===== src/hsla_pkg.sv =====
// ----------------------------------------------------------------------------
// hsla_pkg: shared types, constants and helpers for the HSL adjust pipeline.
// Holds the register indexes, the divider stage count, the pipeline
// sideband type and the constant-divisor helpers.
// ----------------------------------------------------------------------------
package hsla_pkg;

  localparam int HUE_FULL  = 1536;
  localparam int HUE_SEXT  = 256;
  localparam int DIV_STEPS = 9;

  localparam logic [2:0] REG_MODE = 3'd0;
  localparam logic [2:0] REG_HUE  = 3'd1;
  localparam logic [2:0] REG_SAT  = 3'd2;
  localparam logic [2:0] REG_LIT  = 3'd3;
  localparam logic [2:0] REG_VIB  = 3'd4;

  typedef enum logic [1:0] {
    CH_RAMP = 2'd0,
    CH_HI   = 2'd1,
    CH_LO   = 2'd2
  } hsla_chan_cls_t;

  // Data that rides alongside the two divisions.
  typedef struct packed {
    logic [31:0] pixel;
    logic [7:0]  cov;
    logic [7:0]  lv;
    logic        grey;
    logic        hneg;
    logic [10:0] hbase;
  } hsla_side_t;

  // x / 255 for x up to 130050, by reciprocal multiply.
  function automatic logic [8:0] div255(input logic [16:0] x);
    logic [34:0] p;
    p = 35'(x) * 35'd131587;
    return p[33:25];
  endfunction

  // x / 100 for x up to 32767, by reciprocal multiply.
  function automatic logic [8:0] div100(input logic [14:0] x);
    logic [27:0] p;
    p = 28'(x) * 28'd5243;
    return p[27:19];
  endfunction

  function automatic logic [7:0] clamp8(input logic signed [11:0] v);
    logic [7:0] res;
    res = v[7:0];
    if (v < 12'sd0) begin
      res = 8'd0;
    end else if (v > 12'sd255) begin
      res = 8'd255;
    end
    return res;
  endfunction

endpackage


===== src/hsla_div_pipe.sv =====
// ----------------------------------------------------------------------------
// hsla_div_pipe: two pipelined restoring dividers sharing one sideband.
// Each stage resolves one quotient bit, most significant first.
// ----------------------------------------------------------------------------
module hsla_div_pipe (
  input  logic                clk,
  input  logic                rst_n,
  input  logic                en,
  input  logic                vld_in,
  input  logic [15:0]         num_s_in,
  input  logic [8:0]          den_s_in,
  input  logic [15:0]         num_h_in,
  input  logic [8:0]          den_h_in,
  input  hsla_pkg::hsla_side_t side_in,
  output logic                vld_out,
  output logic [8:0]          q_s_out,
  output logic [8:0]          q_h_out,
  output hsla_pkg::hsla_side_t side_out
);
  import hsla_pkg::*;

  logic             vld_r   [DIV_STEPS];
  logic [15:0]      rem_s_r [DIV_STEPS];
  logic [15:0]      rem_h_r [DIV_STEPS];
  logic [8:0]       den_s_r [DIV_STEPS];
  logic [8:0]       den_h_r [DIV_STEPS];
  logic [8:0]       q_s_r   [DIV_STEPS];
  logic [8:0]       q_h_r   [DIV_STEPS];
  hsla_side_t       side_r  [DIV_STEPS];

  for (genvar k = 0; k < DIV_STEPS; k++) begin : g_stage
    logic        vld_p;
    logic [15:0] rem_s_p, rem_h_p;
    logic [8:0]  den_s_p, den_h_p, q_s_p, q_h_p;
    hsla_side_t  side_p;
    logic [17:0] sub_s, sub_h;
    logic        ge_s, ge_h;

    if (k == 0) begin : g_first
      assign vld_p   = vld_in;
      assign rem_s_p = num_s_in;
      assign rem_h_p = num_h_in;
      assign den_s_p = den_s_in;
      assign den_h_p = den_h_in;
      assign q_s_p   = 9'd0;
      assign q_h_p   = 9'd0;
      assign side_p  = side_in;
    end else begin : g_next
      assign vld_p   = vld_r[k-1];
      assign rem_s_p = rem_s_r[k-1];
      assign rem_h_p = rem_h_r[k-1];
      assign den_s_p = den_s_r[k-1];
      assign den_h_p = den_h_r[k-1];
      assign q_s_p   = q_s_r[k-1];
      assign q_h_p   = q_h_r[k-1];
      assign side_p  = side_r[k-1];
    end

    assign sub_s = 18'(den_s_p) << (DIV_STEPS - 1 - k);
    assign sub_h = 18'(den_h_p) << (DIV_STEPS - 1 - k);
    assign ge_s  = 18'(rem_s_p) >= sub_s;
    assign ge_h  = 18'(rem_h_p) >= sub_h;

    always_ff @(posedge clk) begin
      if (!rst_n) begin
        vld_r[k] <= 1'b0;
      end else if (en) begin
        vld_r[k] <= vld_p;
      end
    end

    always_ff @(posedge clk) begin
      if (en) begin
        rem_s_r[k] <= ge_s ? (rem_s_p - sub_s[15:0]) : rem_s_p;
        rem_h_r[k] <= ge_h ? (rem_h_p - sub_h[15:0]) : rem_h_p;
        den_s_r[k] <= den_s_p;
        den_h_r[k] <= den_h_p;
        q_s_r[k]   <= {q_s_p[7:0], ge_s};
        q_h_r[k]   <= {q_h_p[7:0], ge_h};
        side_r[k]  <= side_p;
      end
    end
  end

  assign vld_out  = vld_r[DIV_STEPS-1];
  assign q_s_out  = q_s_r[DIV_STEPS-1];
  assign q_h_out  = q_h_r[DIV_STEPS-1];
  assign side_out = side_r[DIV_STEPS-1];

endmodule

===== config.mk =====
export PLATFORM = sky130hd
export DESIGN_NAME = hsla_div_pipe
export DESIGN_NICKNAME = d
export VERILOG_FILES = /design/src/hsla_pkg.sv /design/src/hsla_div_pipe.sv
export SDC_FILE = /design/constraint.sdc
export NUM_CORES = 1
export LEC_CHECK = 0
export ABC_CLOCK_PERIOD_IN_PS = 7300
export BUFFER_PORTS_ARGS = -buffer_cell sky130_fd_sc_hd__buf_2
export CORE_ASPECT_RATIO = 1.25
export CORE_MARGIN = 4
export CORE_UTILIZATION = 50
export CTS_BUF_LIST = sky130_fd_sc_hd__clkbuf_4 sky130_fd_sc_hd__clkbuf_8
export CTS_CLUSTER_SIZE = 30
export DETAILED_ROUTE_END_ITERATION = 8
export MAX_ROUTING_LAYER = met4
export PLACE_DENSITY = 0.69
export SLEW_MARGIN = 0
export SYNTH_ARGS = -nofsm -noshare
export SYNTH_HDL_FRONTEND = slang
export SYNTH_SLANG_ARGS = --single-unit

===== constraint.sdc =====
create_clock -name clk -period 7.3 [get_ports clk]
set_input_delay 1.095 -clock clk [delete_from_list [all_inputs] [get_ports clk]]
set_output_delay 1.095 -clock clk [all_outputs]
set_load 0.01 [all_outputs]

## After elaboration in Yosys (flattened, before gate mapping)

Memory sizes are Yosys's and may differ from the RTL's.
Index checks and enable logic that the tools add are counted.

- $add $sub $neg: 18
- Order comparisons: 18
- Multiplexer cells: 32
- Bitwise logic cells: 9

Operators with widths:

| cell | number |
|---|---|
| 16-bit two-way mux | 18 |
| 16-bit subtractor | 4 |
| 16-bit by 17-bit greater-or-equal comparator with 1-bit output | 2 |
| 16-bit by 10-bit greater-or-equal comparator with 1-bit output | 2 |
| 16-bit by 11-bit greater-or-equal comparator with 1-bit output | 2 |
| 16-bit by 12-bit greater-or-equal comparator with 1-bit output | 2 |
| 16-bit by 13-bit greater-or-equal comparator with 1-bit output | 2 |
| 16-bit by 14-bit greater-or-equal comparator with 1-bit output | 2 |
| 16-bit by 15-bit greater-or-equal comparator with 1-bit output | 2 |
| 16-bit greater-or-equal comparator | 2 |
| 16-bit by 9-bit greater-or-equal comparator with 1-bit output | 2 |
| 16-bit by 10-bit subtractor with 16-bit output | 2 |
| 16-bit by 11-bit subtractor with 16-bit output | 2 |
| 16-bit by 12-bit subtractor with 16-bit output | 2 |
| 16-bit by 13-bit subtractor with 16-bit output | 2 |
| 16-bit by 14-bit subtractor with 16-bit output | 2 |
| 16-bit by 15-bit subtractor with 16-bit output | 2 |
| 16-bit by 9-bit subtractor with 16-bit output | 2 |
| 1-bit two-way mux | 14 |
| 1-bit OR | 9 |

- Flip-flop bits (word level): 0
- Memory bits (writable): 1170
- Bits of input ports: 115
- Output and inout bits: 80
- Logic and storage cells: 85
- Memories: 8

Memory list:

| name | words | width | rd ports | clocked after Yosys merged registers in | wr ports | RTL line | text |
|---|---|---|---|---|---|---|---|
| side_r | 9 | 61 | 9 | 0 | 9 | hsla_div_pipe.sv:29 | `hsla_side_t side_r [DIV_STEPS];` |
| rem_h_r | 9 | 16 | 8 | 0 | 9 | hsla_div_pipe.sv:24 | `logic [15:0] rem_h_r [DIV_STEPS];` |
| rem_s_r | 9 | 16 | 8 | 0 | 9 | hsla_div_pipe.sv:23 | `logic [15:0] rem_s_r [DIV_STEPS];` |
| den_h_r | 9 | 9 | 8 | 0 | 9 | hsla_div_pipe.sv:26 | `logic [8:0] den_h_r [DIV_STEPS];` |
| den_s_r | 9 | 9 | 8 | 0 | 9 | hsla_div_pipe.sv:25 | `logic [8:0] den_s_r [DIV_STEPS];` |
| q_h_r | 9 | 9 | 9 | 0 | 9 | hsla_div_pipe.sv:28 | `logic [8:0] q_h_r [DIV_STEPS];` |
| 2 more memories | n/a | n/a | n/a | n/a | n/a | n/a |  |

## Logic depth before layout (Yosys ltp)

Gate-level depths: netlist of the first run.

- Depth after elaboration: 4
- Mapped depth: 11

## Least setup slack after synthesis of the first run

Ideal clock, no wire load.

- Kind: input -> register
- Start: input den_s_in[1]
- End: memory rem_s_r[0][10] (data pin)
- Library setup time: 0.260 ns
- Data arrival time: 2.855 ns
- Path slack: 4.185 ns
- Stages on the path: 8
- Buffers on the path: 0
- Cells stage by stage: inv_1 > ha_1 > nor2b_1 > o31a_1 > o2111ai_1 > nand2_1 > a31oi_2 > mux2_2

RTL lines:

| element | RTL line | text |
|---|---|---|
| from (decl) | hsla_div_pipe.sv:11 | `input logic [8:0] den_s_in,` |
| to (decl) | hsla_div_pipe.sv:23 |  |

==> out/qor.csv, run 1 <==
metric,value,unit
outcome,finished clean,
post-route ant nets,0,
most frequent cell after synthesis,edfxtp_1,
vias in the first global route,21690,
"Net Count, Synth",2794,
Post-synth EDFFs,1047,
post-DP HPWL,41880,um
post-CTS sizing,0,
initial antenna violation count,1,
crit path kind,reg -> reg,
setup bufs post-CTS,0,
clock latency at the later pin of the worst-skew pair,0.80,ns
Bufs on Longest Clock Path,3,
final hold violation count,0,
TritonCTS clock tree,yes,
Layout Skew,0.03313,ns
vias post-DR,20880,
multi-input combinational cell area,0.009081,mm2
Tightest Pin Transition,1.225,ns
worst path required time,7.86,ns
first-pass GRT wire length,104300,um
RSZ-0062 raised after global routing,no,
syn_area_per_cell,16.56,um2
dominant synthesized flop cell,edfxtp_1,
die area,0.08759,mm2
Die Ht,329.9,um
"Seq/Total Area, Yosys",75.91,%
total congestion overflow,0,
drt pass-1 iters,5,
Layout Nets,3143,
detailed-route DRC error count,0,
total power,15.73,mW
Crit Path Max Fanout,19,
Max rail drop VDD,0.0002024,V
GR Util All Layers,14.96,%
Final Slew Violations,0,
period utilisation layout,43.19,%
crit end category,flip-flop,
H-tree depth,4,
Seq. cell area,0.03146,mm2
post-layout util,57.64,%
core area,0.08183,mm2
largest net degree at the start of global routing,193,
commonest cells in the netlist,"edfxtp_1, inv_1, ha_1, nor2_1, a21oi_1",
wire per inst,15.63,um
Total Neg Setup Slack,0,ns
Synth area leader,edfxtp_1,
Sink Count,1048,
Max Cap Viol,0,
f_max,0.3172,GHz
share of cells above drive strength 1,18.19,%
Routed WL,63340,um
Mapped Area,0.04144,mm2
pre-CTS setup slack,3.807,ns
Rows,117,
Port Buf Inserts,194,
Rel. slew slack,18.17,%
share of the synthesized area in the top cell type,75.86,%
1st-iter DRT viols,1254,
fin crit period,3.153,ns
Area Overhead vs Synth,13.82,%
type of the most critical hold path,reg -> reg,
Yosys reg bits,1048,
endpoints failing setup,0,
placer congestion estimate,0.8995,
CP arrival,3.71,ns
vias per cell,5.153,
ys async rst share,0,%
Ports,195,
Worst-path clk slew,0.06,ns
startpoint types,flip-flop,
PnR worst setup slack,4.147,ns
# fillers,6176,
Post-Syn Instances,2503,
P_leak,17.72,nW
Synth area leaders,"edfxtp_1, ha_1, inv_1",
Yosys cell types,74,
Hold Buf Count CTS,0,
Cell Pwr Density,333.4,mW/mm2
Starting Density,50.64,%
Die W,265.5,um
YS warnings,0,
Clock Tree Root,clkbuf_8,
Inserted Clock Buffers,161,
==> critical path, stage by stage (launching register included) <==
cell      delay, ns
edfxtp_1       0.41
ha_1           0.40
a211oi_1       0.33
nor2_1         0.08
nor3_1         0.55
nand3_1        0.67
mux2_2         0.49
==> worst paths after layout <==
path | from | to | slack (ns) | cells past startpoint
min | side_r[1][11] | side_r[1][72] | 0.39 | 0
max | rem_s_r[0][103] | rem_s_r[0][119] | 4.15 | 6
max reg2reg | rem_s_r[0][103] | rem_s_r[0][119] | 4.15 | 6
min reg2reg | side_r[1][11] | side_r[1][72] | 0.39 | 0
==> where the power goes <==
group	internal, mW	leakage, nW	total (mW)	switching [mW]
logic	1.29	5.76	2.84	1.55
clock network	2.75	1.75	4.96	2.22
registers	7.58	10.2	7.93	0.345
total	11.6	17.7	15.7	4.11
==> layout make-up <==
class,count,area share [%]
diodes,1,0.005305
clock buffers,202,5.350
clock inverters,89,1.772
inverters,217,1.727
multi-input cells,1219,19.25
flip-flops and latches,1048,66.69
well taps,1071,2.841
repair buffers,205,2.361
==> registers in the layout, summed over array words and instances (netlist names) <==
name     count
q_s_r       45
den_s_r     72
vld_r        9
q_h_r       45
den_h_r     72
side_r     549
rem_h_r    128
rem_s_r    128
==> metal layers <==
layer | track usage [%] | up-vias | wire [um] | part of all wire (%)
met5 | - | - | 0 | 0
met4 | 6.525 | 0 | 1800 | 2.8
met3 | 3.151 | 151 | 2731 | 4.3
met2 | 25.81 | 472 | 33130 | 52
met1 | 16.95 | 10000 | 25670 | 41
li1 | - | 10250 | - | -
==> cells by family (layout without fill, tap and decap cells) <==
family	Yosys count	count (layout)	synth area share (%)
other	0	1	0
adder cells (fa/ha/maj)	176	176	5.603
multiplexers	84	84	2.255
AND/OR/NAND/NOR	468	468	5.703
AO/OA/AOI/OAI	379	379	5.972
XOR/XNOR	112	112	2.367
flip-flops	1048	1048	75.91
buffers and inverters	236	713	2.189
==> layout by cell type (no fill, tap or decap), drive strengths merged, types with 64 or more instances in the layout <==
master and count:
xnor2 75, buf 205, clkbuf 202, nor2 142, o21ai 68, a21oi 127, nand2 85, clkinv 64
mux2 66, inv 228, ha 160, edfxtp 1047
==> metrics by stage <==
step                      std cells  instance area, um2  hold WS (ns)
after floorplan                2503               41440        0.4003
after global placement         3760               43810        0.4002
after detailed placement       3760               43810        0.4045
after CTS                      4051               47170        0.3476
after global routing           4052               47170        0.3693
final                          4052               47170        0.3895
No activity file was read; power rests on OpenSTA's default activity.
==> run 2: changes to the inputs <==
Settings changed: ABC_AREA from default to 1, ABC_CLOCK_PERIOD_IN_PS 7300 to 3220.
Clock period 7.3 ns to 3.22 ns, I/O delays scaled along.
==> run 2 against run 1 <==
  * Clock power grew 120%
  * Sequential cell count is the same
  * Wire length grew 20%
  * Sequential share of layout area shrank 5.9 points
  * Die area grew 7.6%
  * Total power grew 130%
  * Combinational power grew to 2.8 times the previous value
  * Synthesized cell count grew 48%
  * Sequential power grew 120%
  * Area after synthesis grew 7.8%
  * Critical path type unchanged
  * Largest cell class unchanged
==> out/qor.csv, run 2 <==
metric,value,unit
startpoint types,flip-flop,
Clock Tree Root,clkbuf_8,
busiest grt layer,met2,
clock latency at the later pin of the worst-skew pair,0.82,ns
die area,0.09422,mm2
"Seq/Total Area, Yosys",70.42,%
Post-synth EDFFs,1047,
CP arrival,2.88,ns
YS warnings,0,
setup bufs post-CTS,0,
share of cells above drive strength 1,14.19,%
dominant synthesized flop cell,edfxtp_1,
Yosys reg bits,1048,
vias in the first global route,26460,
Routed WL,76050,um
GR Util All Layers,17.20,%
Synth area leaders,"edfxtp_1, nand2_1, inv_1",
type of the most critical hold path,in -> reg,
RR Endpoint,rem_h_r[0][74],
Die W,275.4,um
Inserted Clock Buffers,158,
first-pass GRT wire length,126600,um
ys async rst share,0,%
vias post-DR,25960,
P_leak,22.08,nW
most frequent cell after synthesis,nand2_1,
fin crit period,2.359,ns
commonest cells in the netlist,"nand2_1, edfxtp_1, inv_1, nor2_1, nand3_1",
Layout Skew,0.05167,ns
Mapped Area,0.04467,mm2
GR Util met1,18.83,%
Cell Pwr Density,703.8,mW/mm2
period utilisation layout,73.25,%
vias per cell,4.725,
total power,36.42,mW
f_max,0.4240,GHz
crit path kind,reg -> reg,
Bufs on Longest Clock Path,3,
Sink Count,1048,
Synth area leader,edfxtp_1,
R2R Path Start,den_h_r[0][27],
met2 Usage GRT,30.74,%
crit end category,flip-flop,
top flop regs,"side_r x549, rem_h_r x128, rem_s_r x128",
Yosys cell types,44,
initial antenna violation count,1,
Die Ht,342.2,um
Top reg by flops,side_r,
worst reg-to-reg setup slack,0.86,ns
Crit Path Max Fanout,14,
endpoints failing setup,0,
Rel. slew slack,51.61,%
"most common cell after layout, fill and taps aside",nand2_1,
reg2reg path depth,10,
Ports,195,
RSZ-0062 raised after global routing,no,
Port Buf Inserts,194,
outcome,finished clean,
"Net Count, Synth",3992,
H-tree depth,4,
worst path required time,3.74,ns
share of the synthesized area in the top cell type,70.38,%
total congestion overflow,0,
Starting Density,50.46,%
placer congestion estimate,0.8781,
wire per inst,13.84,um
detailed-route DRC error count,0,
Hold EP,side_r[0][60],
syn_area_per_cell,12.07,um2
Tightest Pin Transition,0.7259,ns
1st-iter DRT viols,1126,
HP Start,side_in[60],
Rows,122,
Area Overhead vs Synth,15.84,%
post-DP HPWL,53550,um
post-route ant nets,0,
hold path depth,2,
Layout Nets,4485,
core area,0.08853,mm2
max reg flops,549,
largest net degree at the start of global routing,149,
GR Util met3,3.292,%
Total Neg Setup Slack,0,ns
drt pass-1 iters,4,
Max Cap Viol,0,
Max rail drop VDD,0.0004238,V
"commonest non-fill, non-tap cells in the layout","nand2_1, edfxtp_1, inv_1",
TritonCTS clock tree,yes,
Final Slew Violations,0,
Worst-path clk slew,0.06,ns
Post-Syn Instances,3701,
final hold violation count,0,
[run 2: timing repair]
action | in CTS | in global routing
endpoints found under the hold margin | 122 | 0
resized for setup | 0 | 0
hold buffers | 114 | 0
[run 2: area by class of cell]
class,count,area [um2]
diodes,1,2.502
clock buffers,200,2515
clock inverters,80,664.4
fillers,7155,36790
inverters,577,2166
multi-input cells,2066,10930
flip-flops and latches,1048,31460
well taps,1178,1474
repair buffers,343,2535
[run 2: critical path: stages (launching register included)]
cell and delay (ns):
edfxtp_1 0.39, ha_1 0.25, fa_1 0.46, nor2_2 0.17
nor2_2 0.08, o21ai_2 0.08, nand2_1 0.08, nand2_2 0.25
inv_2 0.16, nand2_1 0.10, nand2_1 0.07
[run 2: cells by family (layout without fill, tap and decap cells)]
family | count (synthesis) | in the layout | synth area share (%)
and+or+nand+nor | 1675 | 1675 | 16.01
other | 0 | 1 | 0
DFF | 1048 | 1048 | 70.42
AOI/OAI and AO/OA | 156 | 156 | 2.109
xor gates and xnor gates | 59 | 59 | 1.157
adders and majority gates | 176 | 176 | 5.198
buffers and inverters | 587 | 1200 | 5.103
[run 2: stage by stage]
step                area (um2)  hold WS (ns)  util, %  cells  setup WS (ns)
detailed placement       47430        0.4045    53.57   5098         0.8334
finish                   51750        0.3734    58.45   5493         0.8615
global route             51750        0.2836    58.45   5493         0.7000
floorplan                44670        0.4003        -   3701          1.330
global placement         47430        0.4001    53.57   5098         0.8254
CTS                      51750        0.2503    58.45   5492         0.8249
[run 2: worst max path at each step]
stage	from	slack [ns]	cells after the start	end
global route	den_h_r[0][27]	0.70	10	rem_h_r[0][74]
finish	den_h_r[0][27]	0.86	10	rem_h_r[0][74]
detailed placement	den_h_r[0][27]	0.83	10	rem_h_r[0][74]
global placement	den_h_r[0][27]	0.83	10	rem_h_r[0][74]
floorplan	den_s_r[0][27]	1.33	9	rem_s_r[0][74]
CTS	den_h_r[0][27]	0.82	10	rem_h_r[0][74]
[run 2: power by group]
| group | switching, mW | leakage [nW] | total, mW | internal, mW |
|---|---|---|---|---|
| Clock | 5.09 | 1.68 | 10.7 | 5.59 |
| Combinational | 5.00 | 10.2 | 7.90 | 2.90 |
| Sequential | 0.765 | 10.2 | 17.8 | 17.1 |
[run 2: routing by layer]
metal,part of all wire [%],vias to the layer above
li1,-,13400
met5,0,-
met1,40,11980
met2,53,400
met4,3.4,0
met3,3.4,179
==> run 3: changes to the inputs <==
Settings changed: ABC_CLOCK_PERIOD_IN_PS 3220 to 2430.
Clock period 3.22 ns to 2.43 ns, I/O delays scaled along.
==> run 3 against run 2 <==
  * Clock skew down 0.0064 ns
  * Combinational power up 34%
  * Clock power up 35%
  * Design area up 0.63%
  * Sequential cell count unchanged
  * First-iteration DRC count up 9.4%
  * Clock-buffer cell count up 5
  * Via count up 0.69%
  * Hold slack worse by 0.081 ns
  * Critical endpoint is now rem_h_r[0][106]
  * Largest cell class unchanged
==> out/qor.csv, run 3 (synthesized netlist as in run 2, its figures left out) <==
metric,value,unit
worst reg-to-reg setup slack,0.23,ns
worst path required time,2.92,ns
post-route ant nets,0,
wire per inst,13.83,um
post-DP HPWL,54240,um
RSZ-0062 raised after global routing,no,
TritonCTS clock tree,yes,
core area,0.08853,mm2
Starting Density,50.46,%
vias in the first global route,26530,
drt pass-1 iters,5,
Final Slew Violations,0,
Max rail drop VDD,0.0005301,V
"commonest non-fill, non-tap cells in the layout","nand2_1, edfxtp_1, inv_1",
R2R Path Start,den_h_r[0][45],
type of the most critical hold path,in -> reg,
Die W,275.4,um
period utilisation layout,90.37,%
final hold violation count,0,
endpoints failing setup,0,
fin crit period,2.196,ns
Inserted Clock Buffers,156,
H-tree depth,4,
"most common cell after layout, fill and taps aside",nand2_1,
largest net degree at the start of global routing,88,
Layout Skew,0.04524,ns
RR Endpoint,rem_h_r[0][106],
Worst-path clk slew,0.06,ns
Sink Count,1048,
Total Neg Setup Slack,0,ns
hold path depth,2,
top flop regs,"side_r x549, rem_h_r x128, rem_s_r x128",
crit end category,flip-flop,
outcome,finished clean,
Bufs on Longest Clock Path,3,
Area Overhead vs Synth,16.58,%
Crit Path Max Fanout,10,
Die Ht,342.2,um
Critical Path Sink,rem_h_r[0][106],
multi-input combinational cell area,0.01093,mm2
share of cells above drive strength 1,14.76,%
placer congestion estimate,0.8881,
Clock Tree Root,clkbuf_8,
# fillers,7065,
initial antenna violation count,1,
max reg flops,549,
crit path kind,reg -> reg,
Routed WL,76360,um
GR Util All Layers,17.09,%
reg2reg path depth,10,
CP arrival,2.69,ns
Ports,195,
Port Buf Inserts,194,
P_leak,22.24,nW
Seq. cell area,0.03146,mm2
Layout Nets,4503,
vias per cell,4.734,
Max Cap Viol,0,
Cell Pwr Density,934.1,mW/mm2
Rel. slew slack,59.10,%
post-layout util,58.82,%
clock latency at the later pin of the worst-skew pair,0.78,ns
Tightest Pin Transition,0.6071,ns
Rows,122,
first-pass GRT wire length,125800,um
startpoint types,flip-flop,
Top reg by flops,side_r,
die area,0.09422,mm2
1st-iter DRT viols,1232,
f_max,0.4554,GHz
total congestion overflow,0,
detailed-route DRC error count,0,
vias post-DR,26140,
post-CTS sizing,0,
critical path launch point,den_h_r[0][45],
==> run 3: cell count changes in the layout (fill, tap and decap cells not counted), sizes merged <==
cell / delta
dlygate4sd3: +1
clkinv: -5
inv: +1
buf: +19
bufinv: +4
clkbuf: +5
clkinvlp: +3
==> run 3: worst min path at each step <==
stage                   startpoint             to  slack (ns)
finish                 side_in[19]  side_r[0][19]        0.29
global route           side_in[37]  side_r[0][37]        0.19
CTS                    side_in[29]  side_r[0][29]        0.15
detailed placement    q_h_r[0][10]   q_h_r[0][20]        0.40
global placement    side_r[1][102]  side_r[2][41]        0.40
floorplan              q_h_r[0][0]   q_h_r[0][10]        0.40
==> run 3: final cells by class <==
cell class	count	share of cell area [%]
sequential	1048	60.41
multi-input combinational	2066	20.99
timing repair buffer	363	5.377
clock buffer	205	4.841
inverter	577	4.159
tap	1178	2.830
clock inverter	83	1.384
antenna	1	0.004805
==> run 3: layer usage <==
metal / up-vias / GRT usage [%] / wire length [um]
met5: - / - / 0
met1: 12040 / 18.66 / 30360
met2: 448 / 30.50 / 40540
met4: 0 / 6.904 / 2453
met3: 174 / 3.488 / 3001
li1: 13470 / - / -
==> run 3: critical path, cell delays in order, from the launching register on <==
cell	delay [ns]
edfxtp_1	0.40
ha_1	0.25
fa_1	0.44
inv_1	0.09
nand2_1	0.07
nand3_2	0.10
nand2_1	0.07
nand3_2	0.20
inv_2	0.15
nand2_1	0.10
nand2_1	0.05
==> run 3: what timing repair did <==
item,4_1_cts,5_1_grt
hold buffers,115,0
hold endpoints to repair,128,0
buffers inserted,0,0
endpoints found under the setup margin,0,0
==> run 3: where the power goes <==
| group | leakage [nW] | internal, mW | total, mW | switching [mW] |
|---|---|---|---|---|
| clock | 1.71 | 7.79 | 14.4 | 6.63 |
| combinational | 10.3 | 3.92 | 10.6 | 6.65 |
| sequential | 10.2 | 22.6 | 23.6 | 1.02 |
| total | 22.2 | 34.3 | 48.6 | 14.3 |
==> run 3: stage by stage <==
stage | total power [mW] | worst slack [ns] | std cells | hold slack (ns) | area, um2
after CTS | 49.29 | 0.2390 | 5520 | 0.1537 | 52070
after global placement | 34.28 | 0.2597 | 5117 | 0.4001 | 47680
after detailed placement | 34.49 | 0.2340 | 5117 | 0.4045 | 47680
after global routing | 52.01 | 0.08315 | 5521 | 0.1940 | 52080
after floorplan | 31.49 | 0.5400 | 3701 | 0.4003 | 44670
final | 48.65 | 0.2339 | 5521 | 0.2926 | 52080
